$ cat config.mk
export PLATFORM = sky130hd
export DESIGN_NAME = at_modem_response_parser
export DESIGN_NICKNAME = d
export VERILOG_FILES = /design/src/rtl/core/atp_pkg.sv /design/src/rtl/core/at_modem_response_parser.sv
export SDC_FILE = /design/constraint.sdc
export NUM_CORES = 1
export LEC_CHECK = 0
export BUFFER_PORTS_ARGS = -buffer_cell sky130_fd_sc_hd__buf_2
export CORE_ASPECT_RATIO = 2
export CORE_MARGIN = 8
export CORE_UTILIZATION = 55
export DETAILED_ROUTE_END_ITERATION = 7
export PLACE_DENSITY = 0.76
export SETUP_SLACK_MARGIN = 0.5
export SLEW_MARGIN = 0
export SYNTH_ARGS = -nofsm -noshare
export SYNTH_HDL_FRONTEND = slang
export SYNTH_SLANG_ARGS = --single-unit
$ cat constraint.sdc
create_clock -name i_clk -period 4.05 [get_ports i_clk]
set_input_delay 0.2025 -clock i_clk [delete_from_list [all_inputs] [get_ports i_clk]]
set_output_delay 0.2025 -clock i_clk [all_outputs]
set_load 0.03 [all_outputs]
$ cat src/rtl/core/atp_pkg.sv
`timescale 1ns / 1ps
// ----------------------------------------------------------------------------
// atp_pkg
// Shared types and constants for the AT modem response parser.
// ----------------------------------------------------------------------------
package atp_pkg;

    localparam int unsigned PAYLOAD_LEN_W = 16;

    // Verdict codes carried on the result channel
    localparam logic [2:0] VERDICT_NONE    = 3'd0;
    localparam logic [2:0] VERDICT_PROMPT  = 3'd1;
    localparam logic [2:0] VERDICT_OK      = 3'd2;
    localparam logic [2:0] VERDICT_CONNECT = 3'd3;
    localparam logic [2:0] VERDICT_CLOSED  = 3'd4;
    localparam logic [2:0] VERDICT_DATA    = 3'd5;

    // Characters of interest
    localparam logic [7:0] CH_NUL   = 8'h00;
    localparam logic [7:0] CH_LF    = 8'h0A;
    localparam logic [7:0] CH_CR    = 8'h0D;
    localparam logic [7:0] CH_PLUS  = 8'h2B;
    localparam logic [7:0] CH_COMMA = 8'h2C;
    localparam logic [7:0] CH_ZERO  = 8'h30;
    localparam logic [7:0] CH_NINE  = 8'h39;
    localparam logic [7:0] CH_COLON = 8'h3A;
    localparam logic [7:0] CH_GT    = 8'h3E;
    localparam logic [7:0] CH_K     = 8'h4B;
    localparam logic [7:0] CH_O     = 8'h4F;

    localparam logic [7:0] WORD_CONNECT [7] = '{8'h43, 8'h4F, 8'h4E, 8'h4E, 8'h45, 8'h43, 8'h54};
    localparam logic [7:0] WORD_CLOSED  [6] = '{8'h43, 8'h4C, 8'h4F, 8'h53, 8'h45, 8'h44};
    localparam logic [7:0] IPD_HEAD     [5] = '{8'h2B, 8'h49, 8'h50, 8'h44, 8'h2C};

    typedef struct packed {
        logic [7:0] byte_in;
        logic       end_of_buffer;
    } t_in_item;

    typedef struct packed {
        logic                     is_verdict;
        logic [7:0]               payload_byte;
        logic [2:0]               verdict;
        logic [7:0]               client_number;
        logic [PAYLOAD_LEN_W-1:0] payload_length;
        logic                     payload_short;
    } t_out_item;

endpackage

$ cat src/rtl/core/at_modem_response_parser.sv
`timescale 1ns / 1ps
// ----------------------------------------------------------------------------
// at_modem_response_parser
// Byte-serial classifier of modem responses (prompt, OK, CONNECT, CLOSED, +IPD).
// ----------------------------------------------------------------------------
// Usage:
//   Input channel (i_in_valid / o_in_stall / i_in_data) takes one response
//   byte per transaction; end_of_buffer marks the last byte of a buffer.
//   Output channel (o_out_valid / i_out_stall / o_out_data) gives payload
//   bytes of a +IPD message as they pass (is_verdict = 0) and one verdict
//   per buffer on its last byte (is_verdict = 1), payload byte first.
//   Each byte is parsed in the cycle it is accepted; its results are written
//   into a four-entry output queue register and leave it in order.
//   Throughput is one byte per cycle while the input is not stalled; a last
//   byte that also carries payload yields two results, sent one at a time.
//   Input stalls whenever fewer than two queue entries are free, so a
//   stalled receiver backs up into the input once the queue fills.
//   Reset (synchronous, active low) empties the queue and returns the parser
//   to skipping leading line breaks; after each verdict the parser returns
//   to the same state on its own.
// ----------------------------------------------------------------------------
module at_modem_response_parser
    import atp_pkg::*;
#(
    parameter int unsigned LENGTH_BITS = 16
) (
    input  logic      i_clk,
    input  logic      i_rst_n,
    input  logic      i_in_valid,
    output logic      o_in_stall,
    input  t_in_item  i_in_data,
    output logic      o_out_valid,
    input  logic      i_out_stall,
    output t_out_item o_out_data
);

    localparam int unsigned LW = LENGTH_BITS + 4;
    localparam logic [LENGTH_BITS-1:0] LEN_MAX = {LENGTH_BITS{1'b1}};

    typedef enum logic [3:0] {
        PH_SKIP       = 4'd0,
        PH_OK         = 4'd1,
        PH_ID         = 4'd2,
        PH_WORD       = 4'd3,
        PH_IPD        = 4'd4,
        PH_IPD_ID     = 4'd5,
        PH_IPD_LEN    = 4'd6,
        PH_PAYLOAD    = 4'd7,
        PH_OK_DONE    = 4'd8,
        PH_CONN_DONE  = 4'd9,
        PH_CLOSE_DONE = 4'd10,
        PH_FAIL       = 4'd11,
        PH_DATA_DONE  = 4'd12
    } t_phase;

    function automatic logic [7:0] add_id(input logic [7:0] acc, input logic [7:0] b);
        logic [11:0] v;
        v = 12'(acc) * 12'd10 + 12'(b[3:0]);
        return (v > 12'd255) ? 8'd255 : v[7:0];
    endfunction

    function automatic logic [LENGTH_BITS-1:0] add_len(input logic [LENGTH_BITS-1:0] acc,
                                                       input logic [7:0] b);
        logic [LW-1:0] v;
        v = LW'(acc) * LW'(10) + LW'(b[3:0]);
        return (v > LW'(LEN_MAX)) ? LEN_MAX : v[LENGTH_BITS-1:0];
    endfunction

    // Parser state
    t_phase                 r_phase, n_phase;
    logic [7:0]             r_id, n_id;
    logic [LENGTH_BITS-1:0] r_len, n_len;
    logic [LENGTH_BITS-1:0] r_rem, n_rem;
    logic                   r_prompt, n_prompt;
    logic [3:0]             r_pos, n_pos;
    logic [1:0]             r_live, n_live;   // bit 0 CONNECT, bit 1 CLOSED
    logic                   r_ended, n_ended;

    // Output queue
    t_out_item  r_q [4];
    logic [1:0] r_head, n_head;
    logic [1:0] r_tail, n_tail;
    logic [2:0] r_count, n_count;

    logic       w_accept, w_pop;
    logic [7:0] w_b;
    logic       w_last, w_is_digit;
    logic [1:0] w_push;
    t_out_item  w_res_a, w_res_b, w_pay, w_verd;
    logic       w_has_pay;

    assign w_accept   = i_in_valid && !o_in_stall;
    assign w_pop      = o_out_valid && !i_out_stall;
    assign w_b        = i_in_data.byte_in;
    assign w_last     = i_in_data.end_of_buffer;
    assign w_is_digit = (w_b >= CH_ZERO) && (w_b <= CH_NINE);

    assign o_in_stall  = r_count > 3'd2;
    assign o_out_valid = r_count != 3'd0;
    assign o_out_data  = r_q[r_head];

    always_comb begin
        n_phase  = r_phase;
        n_id     = r_id;
        n_len    = r_len;
        n_rem    = r_rem;
        n_prompt = r_prompt;
        n_pos    = r_pos;
        n_live   = r_live;
        n_ended  = r_ended;
        w_has_pay = 1'b0;
        w_pay     = '0;
        w_verd    = '0;

        if (r_phase == PH_PAYLOAD) begin
            if (!r_ended && w_b == CH_GT) n_prompt = 1'b1;
            if (w_b == CH_NUL) n_ended = 1'b1;
            w_has_pay          = 1'b1;
            w_pay.payload_byte = w_b;
            if (r_rem != '0) n_rem = r_rem - 1'b1;
            if (n_rem == '0) n_phase = PH_DATA_DONE;
        end else if (!r_ended) begin
            if (w_b == CH_GT) n_prompt = 1'b1;
            if (w_b == CH_NUL) begin
                n_ended = 1'b1;
                if (r_phase < PH_PAYLOAD) n_phase = PH_FAIL;
            end else begin
                case (r_phase)
                    PH_SKIP: begin
                        if (w_b == CH_CR || w_b == CH_LF) begin
                            n_phase = PH_SKIP;
                        end else if (w_b == CH_O) begin
                            n_phase = PH_OK;
                        end else if (w_is_digit) begin
                            n_id    = add_id(8'd0, w_b);
                            n_phase = PH_ID;
                        end else if (w_b == CH_PLUS) begin
                            n_pos   = 4'd1;
                            n_phase = PH_IPD;
                        end else begin
                            n_phase = PH_FAIL;
                        end
                    end
                    PH_OK: begin
                        n_phase = (w_b == CH_K) ? PH_OK_DONE : PH_FAIL;
                    end
                    PH_ID: begin
                        if (w_is_digit) begin
                            n_id = add_id(r_id, w_b);
                        end else if (w_b == CH_COMMA) begin
                            n_phase = PH_WORD;
                            n_pos   = 4'd0;
                            n_live  = 2'b11;
                        end else begin
                            n_phase = PH_FAIL;
                        end
                    end
                    PH_WORD: begin
                        if (r_pos >= 4'd7) begin
                            n_phase = PH_FAIL;
                        end else begin
                            if (r_live[0] && w_b != WORD_CONNECT[r_pos[2:0]]) n_live[0] = 1'b0;
                            if (r_live[1] && (r_pos >= 4'd6 ||
                                              w_b != WORD_CLOSED[r_pos[2:0]]))
                                n_live[1] = 1'b0;
                            n_pos = r_pos + 4'd1;
                            if (n_live[0] && n_pos == 4'd7) n_phase = PH_CONN_DONE;
                            else if (n_live[1] && n_pos == 4'd6) n_phase = PH_CLOSE_DONE;
                            else if (n_live == 2'b00) n_phase = PH_FAIL;
                        end
                    end
                    PH_IPD: begin
                        if (r_pos < 4'd5 && w_b == IPD_HEAD[r_pos[2:0]]) begin
                            n_pos = r_pos + 4'd1;
                            if (n_pos == 4'd5) begin
                                n_phase = PH_IPD_ID;
                                n_pos   = 4'd0;
                                n_id    = 8'd0;
                            end
                        end else begin
                            n_phase = PH_FAIL;
                        end
                    end
                    PH_IPD_ID: begin
                        if (w_is_digit) begin
                            n_id  = add_id(r_id, w_b);
                            n_pos = 4'd1;
                        end else if (w_b == CH_COMMA && r_pos != 4'd0) begin
                            n_phase = PH_IPD_LEN;
                            n_pos   = 4'd0;
                            n_len   = '0;
                        end else begin
                            n_phase = PH_FAIL;
                        end
                    end
                    PH_IPD_LEN: begin
                        if (w_is_digit) begin
                            n_len = add_len(r_len, w_b);
                            n_pos = 4'd1;
                        end else if (w_b == CH_COLON && r_pos != 4'd0 && r_len != '0) begin
                            n_rem   = r_len;
                            n_phase = PH_PAYLOAD;
                        end else begin
                            n_phase = PH_FAIL;
                        end
                    end
                    default: begin
                        n_phase = r_phase;
                    end
                endcase
            end
        end

        // Verdict from the state after this byte
        w_verd.is_verdict = 1'b1;
        if (n_prompt) begin
            w_verd.verdict = VERDICT_PROMPT;
        end else if (n_phase == PH_OK_DONE) begin
            w_verd.verdict = VERDICT_OK;
        end else if (n_phase == PH_CONN_DONE) begin
            w_verd.verdict       = VERDICT_CONNECT;
            w_verd.client_number = n_id;
        end else if (n_phase == PH_CLOSE_DONE) begin
            w_verd.verdict       = VERDICT_CLOSED;
            w_verd.client_number = n_id;
        end else if (n_phase == PH_PAYLOAD || n_phase == PH_DATA_DONE) begin
            w_verd.verdict        = VERDICT_DATA;
            w_verd.client_number  = n_id;
            w_verd.payload_length = PAYLOAD_LEN_W'(n_len);
            w_verd.payload_short  = (n_phase == PH_PAYLOAD);
        end else begin
            w_verd.verdict = VERDICT_NONE;
        end

        if (w_last) begin
            n_phase  = PH_SKIP;
            n_id     = 8'd0;
            n_len    = '0;
            n_rem    = '0;
            n_prompt = 1'b0;
            n_pos    = 4'd0;
            n_live   = 2'b11;
            n_ended  = 1'b0;
        end

        w_res_a = w_has_pay ? w_pay : w_verd;
        w_res_b = w_verd;
        w_push  = w_accept ? (2'(w_has_pay) + 2'(w_last)) : 2'd0;

        n_head  = w_pop ? r_head + 2'd1 : r_head;
        n_tail  = r_tail + w_push;
        n_count = r_count + 3'(w_push) - 3'(w_pop);
    end

    always_ff @(posedge i_clk) begin
        if (!i_rst_n) begin
            r_phase  <= PH_SKIP;
            r_id     <= 8'd0;
            r_len    <= '0;
            r_rem    <= '0;
            r_prompt <= 1'b0;
            r_pos    <= 4'd0;
            r_live   <= 2'b11;
            r_ended  <= 1'b0;
            r_head   <= 2'd0;
            r_tail   <= 2'd0;
            r_count  <= 3'd0;
        end else begin
            if (w_accept) begin
                r_phase  <= n_phase;
                r_id     <= n_id;
                r_len    <= n_len;
                r_rem    <= n_rem;
                r_prompt <= n_prompt;
                r_pos    <= n_pos;
                r_live   <= n_live;
                r_ended  <= n_ended;
            end
            r_head  <= n_head;
            r_tail  <= n_tail;
            r_count <= n_count;
        end
        if (w_push != 2'd0) r_q[r_tail] <= w_res_a;
        if (w_push == 2'd2) r_q[r_tail + 2'd1] <= w_res_b;
    end

    // Queue never overfills
    a_count_bound: assert property (@(posedge i_clk) disable iff (!i_rst_n)
        r_count <= 3'd4)
        else $error("output queue count out of range");

    // A final byte always leaves a verdict queued
    a_verdict_queued: assert property (@(posedge i_clk) disable iff (!i_rst_n)
        (w_accept && w_last) |=> (r_count != 3'd0))
        else $error("no result queued after final byte");

    // Parser is back at its start state after each buffer
    a_restart: assert property (@(posedge i_clk) disable iff (!i_rst_n)
        (w_accept && w_last) |=> (r_phase == PH_SKIP && !r_prompt && !r_ended))
        else $error("parser not restarted after final byte");

    // Head and tail stay consistent with the fill count
    a_ptr_match: assert property (@(posedge i_clk) disable iff (!i_rst_n)
        (r_count[1:0] == r_tail - r_head))
        else $error("queue pointers disagree with count");

endmodule

After elaboration in Yosys (flattened, before gate mapping)
Memories as Yosys holds them, arrays and structs flattened. A register that Yosys moved wholly into a read port is not among the register bits.
Index checks and enable logic that the tools add are counted.
Widths: inputs -> output; s select.
- add/subtract/negate cells: 10
- multiply operators: 2
- order comparisons: 11
- equal/unequal tests: 44
- multiplexer cells: 128
- bitwise logic cells: 1
- reductions and logical operators: 36
- operator list (kind ; count):
    $mux 16 ; 17
    $mux 4 ; 38
    $mux 8 ; 19
    $mux 25 ; 3
    $mux 37 ; 1
    $mux 17 ; 2
    $eq 4x3->1 const B ; 8
    $eq 8x6->1 const B ; 4
    $pmux 16 s2 ; 1
    $reduce_bool 16->1 ; 2
    $ne 3x3->1 const B ; 10
    $pmux 4 s7 ; 1
    $mux 1 ; 27
    $pmux 4 s6 ; 1
    $pmux 8 s3 ; 1
    $mux 11 ; 2
    $mux 2 ; 11
    $add 20x4->20 ; 1
    $gt 20x16->1 const B ; 1
    $mul 16x3->19 const B ; 1
    $eq 4x4->1 const B ; 4
    $eq 8x4->1 const B ; 2
    $eq 8x7->1 const B ; 2
    $logic_not 16->1 ; 1
    other kinds (43) ; 72
- bits in registers: 59
- bits in writable memories: 148
- ROM bits: 192
- output and inout port bits: 39
- memories kept: 4
- memory list (memory ; depth ; width ; read ports ; clocked after memory_dff ; wr ports ; line ; source):
    r_q ; 4 ; 37 ; 1 ; 1 ; 2 ; at_modem_response_parser.sv:80 ; t_out_item r_q [4];
    (no name shown) ; 8 ; 8 ; 1 ; 0 ; 0 ; at_modem_response_parser.sv:173 ; if (r_pos < 4'd5 && w_b == IPD_HEAD[r_pos[2:0]]) begin
    (no name shown) ; 8 ; 8 ; 1 ; 0 ; 0 ; at_modem_response_parser.sv:164 ; w_b != WORD_CLOSED[r_pos[2:0]]))
    (no name shown) ; 8 ; 8 ; 1 ; 0 ; 0 ; at_modem_response_parser.sv:162 ; if (r_live[0] && w_b != WORD_CONNECT[r_pos[2:0]]) n_live[0] = 1'b0;

Logic depth before layout (Yosys ltp)
Gate-level depths: netlist (run 1).
- depth after elaboration: 30
- mapped depth: 15
- mapped depth without buffers: 13

Least setup slack after synthesis (run 1)
OpenSTA, ideal clock, no wires.
- path type: reg2reg
- from: reg r_len[1]
- to: mem r_q[0][14] (netlist bit), data pin
- library setup time: 0.267 ns
- arrival time: 3.611 ns
- data required time: 3.783 ns
- slack: 0.172 ns
- cell stages (with the launch flop): 15
- buffers on the path: 1
- period minus slack after synthesis: 3.878 ns
- path through: dfxtp_1 -> ha_1 -> ha_1 -> inv_1 -> fa_1 -> nand2b_1 -> or2_2 -> nor2_1 -> nand4_1 -> or4_4 -> a2111oi_4 -> buf_6 -> o211ai_2 -> a22oi_2 -> nor3_1
- RTL lines (item ; line ; source):
    start: declaration ; at_modem_response_parser.sv:72 ; logic [LENGTH_BITS-1:0] r_len, n_len;
    start signal: assignment ; at_modem_response_parser.sv:272 ; r_len <= n_len;
    end: declaration ; at_modem_response_parser.sv:80 ;

==> flow_summary_export.csv, run 1 <==
group,metric,value,unit
cells_and_area,multi_input_area,8110,µm²
routing,drcViolationCount,0,
sta,rsz0062_at_grt,"true",
cts,cts-root-buf,"clkbuf_16",
synthesis,syn_area,13300,µm²
sta,setup_tns,0,ns
cts,path_clk_slew,0.07,ns
global_route,grt-ovfl-total,0,
critical_path,critPathKind,"reg2reg",
cts,cts_tree,"yes",
routing,dr.pass1.iters,5,
cts,cts_buffers,20,
cells_and_area,finalInstanceArea,15800,µm²
power,powerDensity,400,nW/µm²
cells_and_area,nets,1565,
routing,routedWlPerCell,22.8,µm
cells_and_area,synthToLayoutAreaGrowth,18.7,%
sta,slew_viol_final,0,
sta,max_freq,264,MHz
global_route,antenna_found_initial,0,
placed_design,dp_slack,0.0935,ns
floorplan,rows,80,
placed_design,dp_cells,1714,
sta,setup_viol,0,
routing,postRouteAntennaNets,0,
floorplan,die_area,29700,µm²
floorplan,die_y,236,µm
power,vdd_drop_max,0.000254,V
placed_design,io_buffers,51,
synthesis,yosys_register_bits,209,
critical_path,cp-end-kind,"register",
global_route,track_usage,26.9,%
critical_path,cp.arrival,4.03,ns
cells_and_area,drive_gt1_share,25.4,%
global_route,grt_pass1_vias,11800,
cells_and_area,layout.cells.most_common,"nor2_1",
floorplan,core,23800,µm²
sta,skew,0.0206,ns
cts,htreeDepth,1,
run_status,status,"finished clean",
cts,clk_latency,0.52,ns
routing,vias,11800,
synthesis,yosysSeqAreaShare,40.0,%
cells_and_area,layout_common_cells,"138 x nor2_1, 114 x nand2_1, 112 x edfxtp_1, 99 x buf_4, 85 x dfxtp_1",
global_route,grt_max_degree,47,
critical_path,start_kind,"register",
worst_hold_path,hp-class,"in2reg",
routing,viasPerCell,6.60,
sta,worst_pin_slew,0.912,ns
synthesis,syn_avg_cell_area,9.56,µm²
critical_path,path_max_fanout,5,
sta,fin_crit,3.78,ns
global_route,grt_pass1_wl,63100,µm
placed_design,dpl.hpwl,28600,µm
synthesis,synth_cells,1388,
cells_and_area,seqCellArea,5330,µm²
sta,relSlewSlack,38.5,%
routing,first_iter_violations,863,
placed_design,place_area,14200,µm²
cells_and_area,final_cells,1786,
floorplan,ios,52,
cells_and_area,antenna_cells,0,
floorplan,initial_utilization,55.7,%
sta,min_period_over_period,93.4,%
synthesis,async_reset_ff_share,0,%
placed_design,gp_congestion,0.994,
floorplan,die_w,126,µm
synthesis,ys_types,93,
cells_and_area,final.fill_count,1860,
sta,final-hold-violation-count,0,
synthesis,synth-main-ff-cell,"edfxtp_1",
cts,cts.sinks,209,
synthesis,synth_edf_count,112,
sta,fin_ws,0.268,ns
synthesis,syn_nets,1468,
routing,wl,40700,µm
flow_run,drv_cap,0,
power,p_leak,5.73,nW
synthesis,yosys_warnings,0,
cts,cts.path.max_buffers,3,
critical_path,crit_required,4.30,ns
==> cell usage after synthesis, types with 21 or more instances <==
master | number | area [µm²]
nor3_1 | 88 | 440
nand3_1 | 29 | 145
mux4_2 | 37 | 833
o21ai_0 | 70 | 350
clkbuf_1 | 57 | 214
edfxtp_1 | 112 | 3360
ha_1 | 62 | 776
a21oi_1 | 98 | 490
xnor2_1 | 29 | 254
nor2_1 | 143 | 537
a21o_1 | 21 | 158
inv_1 | 35 | 131
nand2_1 | 119 | 447
dfxtp_1 | 97 | 1940
nor2b_1 | 31 | 194
==> state kept, by name (all words and copies together), names as in the netlist, named ones only <==
| name | count |
|---|---|
| r_q | 148 |
| r_len | 16 |
| r_rem | 16 |
| r_id | 8 |
| r_phase | 4 |
| r_pos | 4 |
| r_count | 3 |
| r_head | 2 |
| r_live | 2 |
| r_tail | 2 |
| r_ended | 1 |
| r_prompt | 1 |
==> critical path, cell delays in order (launching register included) <==
cell	delay (ns)
dfxtp_4	0.37
ha_4	0.27
ha_4	0.13
inv_2	0.04
fa_2	0.38
nor2b_4	0.18
o2111a_2	0.30
o311ai_4	0.13
a211o_1	0.31
and4_1	0.22
a2111oi_4	0.33
buf_4	0.20
buf_6	0.13
o211ai_2	0.12
a22oi_2	0.31
nor3_1	0.09
==> layer usage <==
metal / wire length [µm] / vias up / GRT usage, %
met2: 22200 / 484 / 51.9
met3: 2150 / 205 / 3.61
met4: 3360 / 0 / 21.1
met1: 13000 / 5711 / 24.5
met5: 0 / - / 0
li1: - / 5394 / -
==> cell type report <==
type | count | area share [%]
Clock buffer | 30 | 3.74
Clock inverter | 6 | 0.635
Inverter | 36 | 0.857
Multi-Input combinational cell | 1059 | 51.4
Sequential cell | 209 | 33.8
Tap cell | 287 | 2.28
Timing Repair Buffer | 159 | 7.23
==> power by group <==
part           total (mW)  internal (mW)  switching [mW]  leakage [nW]
Clock                1.99           1.15           0.841         0.327
Combinational        1.90          0.696            1.20          3.56
Sequential           2.41           2.31           0.103          1.85
Total                6.30           4.15            2.15          5.73
==> timing repair <==
| action | CTS | global route |
|---|---|---|
| hold buffers | 0 | 0 |
| gates resized for setup | 59 | 77 |
| buffers inserted | 23 | 10 |
| gates cloned | 2 | 1 |
| pin swaps | 29 | 35 |
| setup endpoints to repair | 121 | 121 |
==> worst paths after layout <==
check        cells after the start         end   startpoint  slack (ns)
max                             15  r_q[0][14]     r_len[3]        0.27
min                              4    register  i_out_stall        0.14
max reg2reg                     15  r_q[0][14]     r_len[3]        0.27
min reg2reg                      2  r_q[2][36]   r_q[2][36]        0.44
==> cell families after synthesis <==
family	count (synthesis)	share of synthesized area, %
AO/OA/AOI/OAI	359	18.9
XOR/XNOR	45	2.97
adder cells (fa/ha/maj)	67	6.60
buffers and inverters	120	3.97
flip-flops	209	40.0
multiplexers	45	6.98
AND/OR/NAND/NOR	543	20.6
==> stage by stage <==
stage / util [%] / total power, mW / hold WS (ns)
6_report: 66.2 / 6.30 / 0.137
5_1_grt: 66.2 / 6.53 / 0.179
4_1_cts: 64.4 / 6.28 / 0.129
3_5_place_dp: 59.5 / 4.21 / 0.433
3_3_place_gp: 59.5 / 4.19 / 0.427
2_1_floorplan: - / 3.75 / 0.418
Note: power is estimated with default switching activity, not from simulation.
==> run 2: changes to the inputs <==
PLACE_DENSITY = 0.81   (was 0.76)
==> flow_summary_export.csv, run 2 (synthesis results as in run 1) <==
group,metric,value,unit
cts,clk_latency,0.52,ns
cts,cts.path.max_buffers,3,
critical_path,startpoint,"r_len[3]",
floorplan,ios,52,
power,p_leak,5.82,nW
worst_hold_path,hp-class,"in2reg",
routing,drcViolationCount,0,
critical_path,r2r-start,"r_len[3]",
critical_path,crit_required,4.30,ns
sta,worst_pin_slew,0.925,ns
global_route,grt_max_degree,65,
sta,skew,0.0202,ns
sta,min_period_over_period,94.3,%
power,switching_share,34.6,%
routing,first_iter_violations,1152,
power,vdd_drop_max,0.000284,V
routing,routedWlPerCell,23.1,µm
critical_path,r2r_cells,15,
worst_hold_path,holdPathStages,4,
power,pwr-share-seq,38.0,%
global_route,grt-ovfl-total,0,
cells_and_area,final.fill_count,1789,
global_route,antenna_found_initial,0,
sta,slew_viol_final,0,
cells_and_area,layout_common_cells,"139 x nor2_1, 116 x nand2_1, 112 x edfxtp_1, 110 x buf_4, 87 x dfxtp_1",
routing,viasPerCell,6.71,
critical_path,critPathKind,"reg2reg",
critical_path,path_max_fanout,7,
power,powerDensity,398,nW/µm²
power,p_int,4.17,mW
routing,postRouteAntennaNets,0,
worst_hold_path,hold_end,"r_head[0]",
critical_path,start_kind,"register",
flow_run,drv_cap,0,
sta,final-hold-violation-count,0,
critical_path,r2r_end,"r_q[2][14]",
cts,cts-root-buf,"clkbuf_16",
floorplan,initial_utilization,55.7,%
critical_path,reg2reg_setup_slack,0.23,ns
placed_design,dpl.hpwl,28000,µm
cts,path_clk_slew,0.07,ns
cells_and_area,multi_input_area,8160,µm²
global_route,grt_pass1_wl,61600,µm
critical_path,cp.arrival,4.07,ns
cells_and_area,reg.largest.list,"r_q x148, r_len x16, r_rem x16",
power,switchingPower,2.20,mW
cells_and_area,largest-register,"r_q",
cells_and_area,synthToLayoutAreaGrowth,20.7,%
routing,vias,12100,
cells_and_area,layout.cells.most_common,"nor2_1",
cts,cts.sinks,209,
floorplan,die_w,126,µm
run_status,status,"finished clean",
power,power_frac_comb,30.3,%
worst_hold_path,hp-start,"i_out_stall",
routing,dr.pass1.iters,6,
floorplan,die_area,29700,µm²
cells_and_area,nets,1582,
placed_design,io_buffers,51,
global_route,track_usage,26.0,%
global_route,grt_pass1_vias,11800,
critical_path,cp-end-kind,"register",
sta,fin_crit,3.82,ns
routing,wl,41700,µm
power,power,6.37,mW
sta,max_freq,262,MHz
cells_and_area,post-route-util,67.2,%
floorplan,die_y,236,µm
floorplan,rows,80,
sta,rsz0062_at_grt,"true",
cts,cts_buffers,20,
sta,relSlewSlack,38.4,%
cts,cts_tree,"yes",
cts,htreeDepth,1,
floorplan,core,23800,µm²
placed_design,gp_congestion,0.923,
power,power.share.clock,31.7,%
sta,timing.hold.ws,0.198,ns
cells_and_area,seqCellArea,5330,µm²
cells_and_area,largest_reg_flops,148,
cells_and_area,drive_gt1_share,26.5,%
sta,setup_viol,0,
run 2: cell count changes in the layout (fill, tap and decap cells not counted), sizes merged:
cell,previous run,this run
buf,158,174
clkbuf,31,25
clkinv,2,7
inv,36,38
bufinv,2,3
clkinvlp,2,1
diode,0,1
run 2: what timing repair did:
action	CTS	global route
gates resized for setup	62	82
setup endpoints to repair	131	133
setup buffers	24	31
gates cloned	1	3
pin swaps	38	30
hold buffers	0	0
run 2: area by class of cell:
type | count | share of cell area [%]
repair buffers | 176 | 8.38
well taps | 287 | 2.24
clock buffers | 23 | 3.33
diodes | 1 | 0.0156
inverters | 36 | 0.844
flip-flops and latches | 209 | 33.3
clock inverters | 13 | 0.937
multi-input cells | 1059 | 51.0
run 2: worst max-delay path, stage by stage, from the launching register on:
cell       delay (ns)
dfxtp_4          0.36
ha_4             0.27
ha_4             0.13
inv_2            0.03
fa_2             0.36
nor2b_4          0.18
o2111a_2         0.31
or4_4            0.17
nand2_1          0.08
or4_4            0.52
a2111oi_4        0.23
buf_4            0.19
buf_12           0.12
o2111ai_4        0.12
a22oi_2          0.36
nor3_1           0.12
run 2: worst max path at each step:
| stage | to | slack (ns) |
|---|---|---|
| floorplan | r_q[0][14] | 0.44 |
| global placement | r_q[0][18] | 0.05 |
| detailed placement | r_q[0][18] | -0.06 |
| CTS | r_q[0][14] | 0.27 |
| global route | r_q[2][14] | 0.11 |
| finish | r_q[2][14] | 0.23 |
run 2: routing by layer:
metal	part of all wire (%)	GRT usage [%]	wire, µm
met2	54	49.6	22400
met3	6.2	2.90	2580
met1	32	24.5	13400
met5	0	0	0
met4	8.0	19.9	3330
run 2: power groups by stage:
stage	clock network (mW)	registers, mW	logic, mW
finish	2.02	2.42	1.93
global placement	0	2.47	1.72
CTS	2.01	2.42	1.77
floorplan	0	2.39	1.36
detailed placement	0	2.47	1.74
global route	2.09	2.44	2.04
run 2: through the flow:
stage | instances | cell area, µm² | setup slack (ns) | TNS (ns)
floorplan | 1388 | 13400 | 0.438 | 0
global placement | 1708 | 14100 | 0.0515 | 0
detailed placement | 1708 | 14100 | -0.0633 | -0.100
CTS | 1769 | 15300 | 0.266 | 0
global route | 1803 | 16000 | 0.106 | 0
finish | 1804 | 16000 | 0.232 | 0
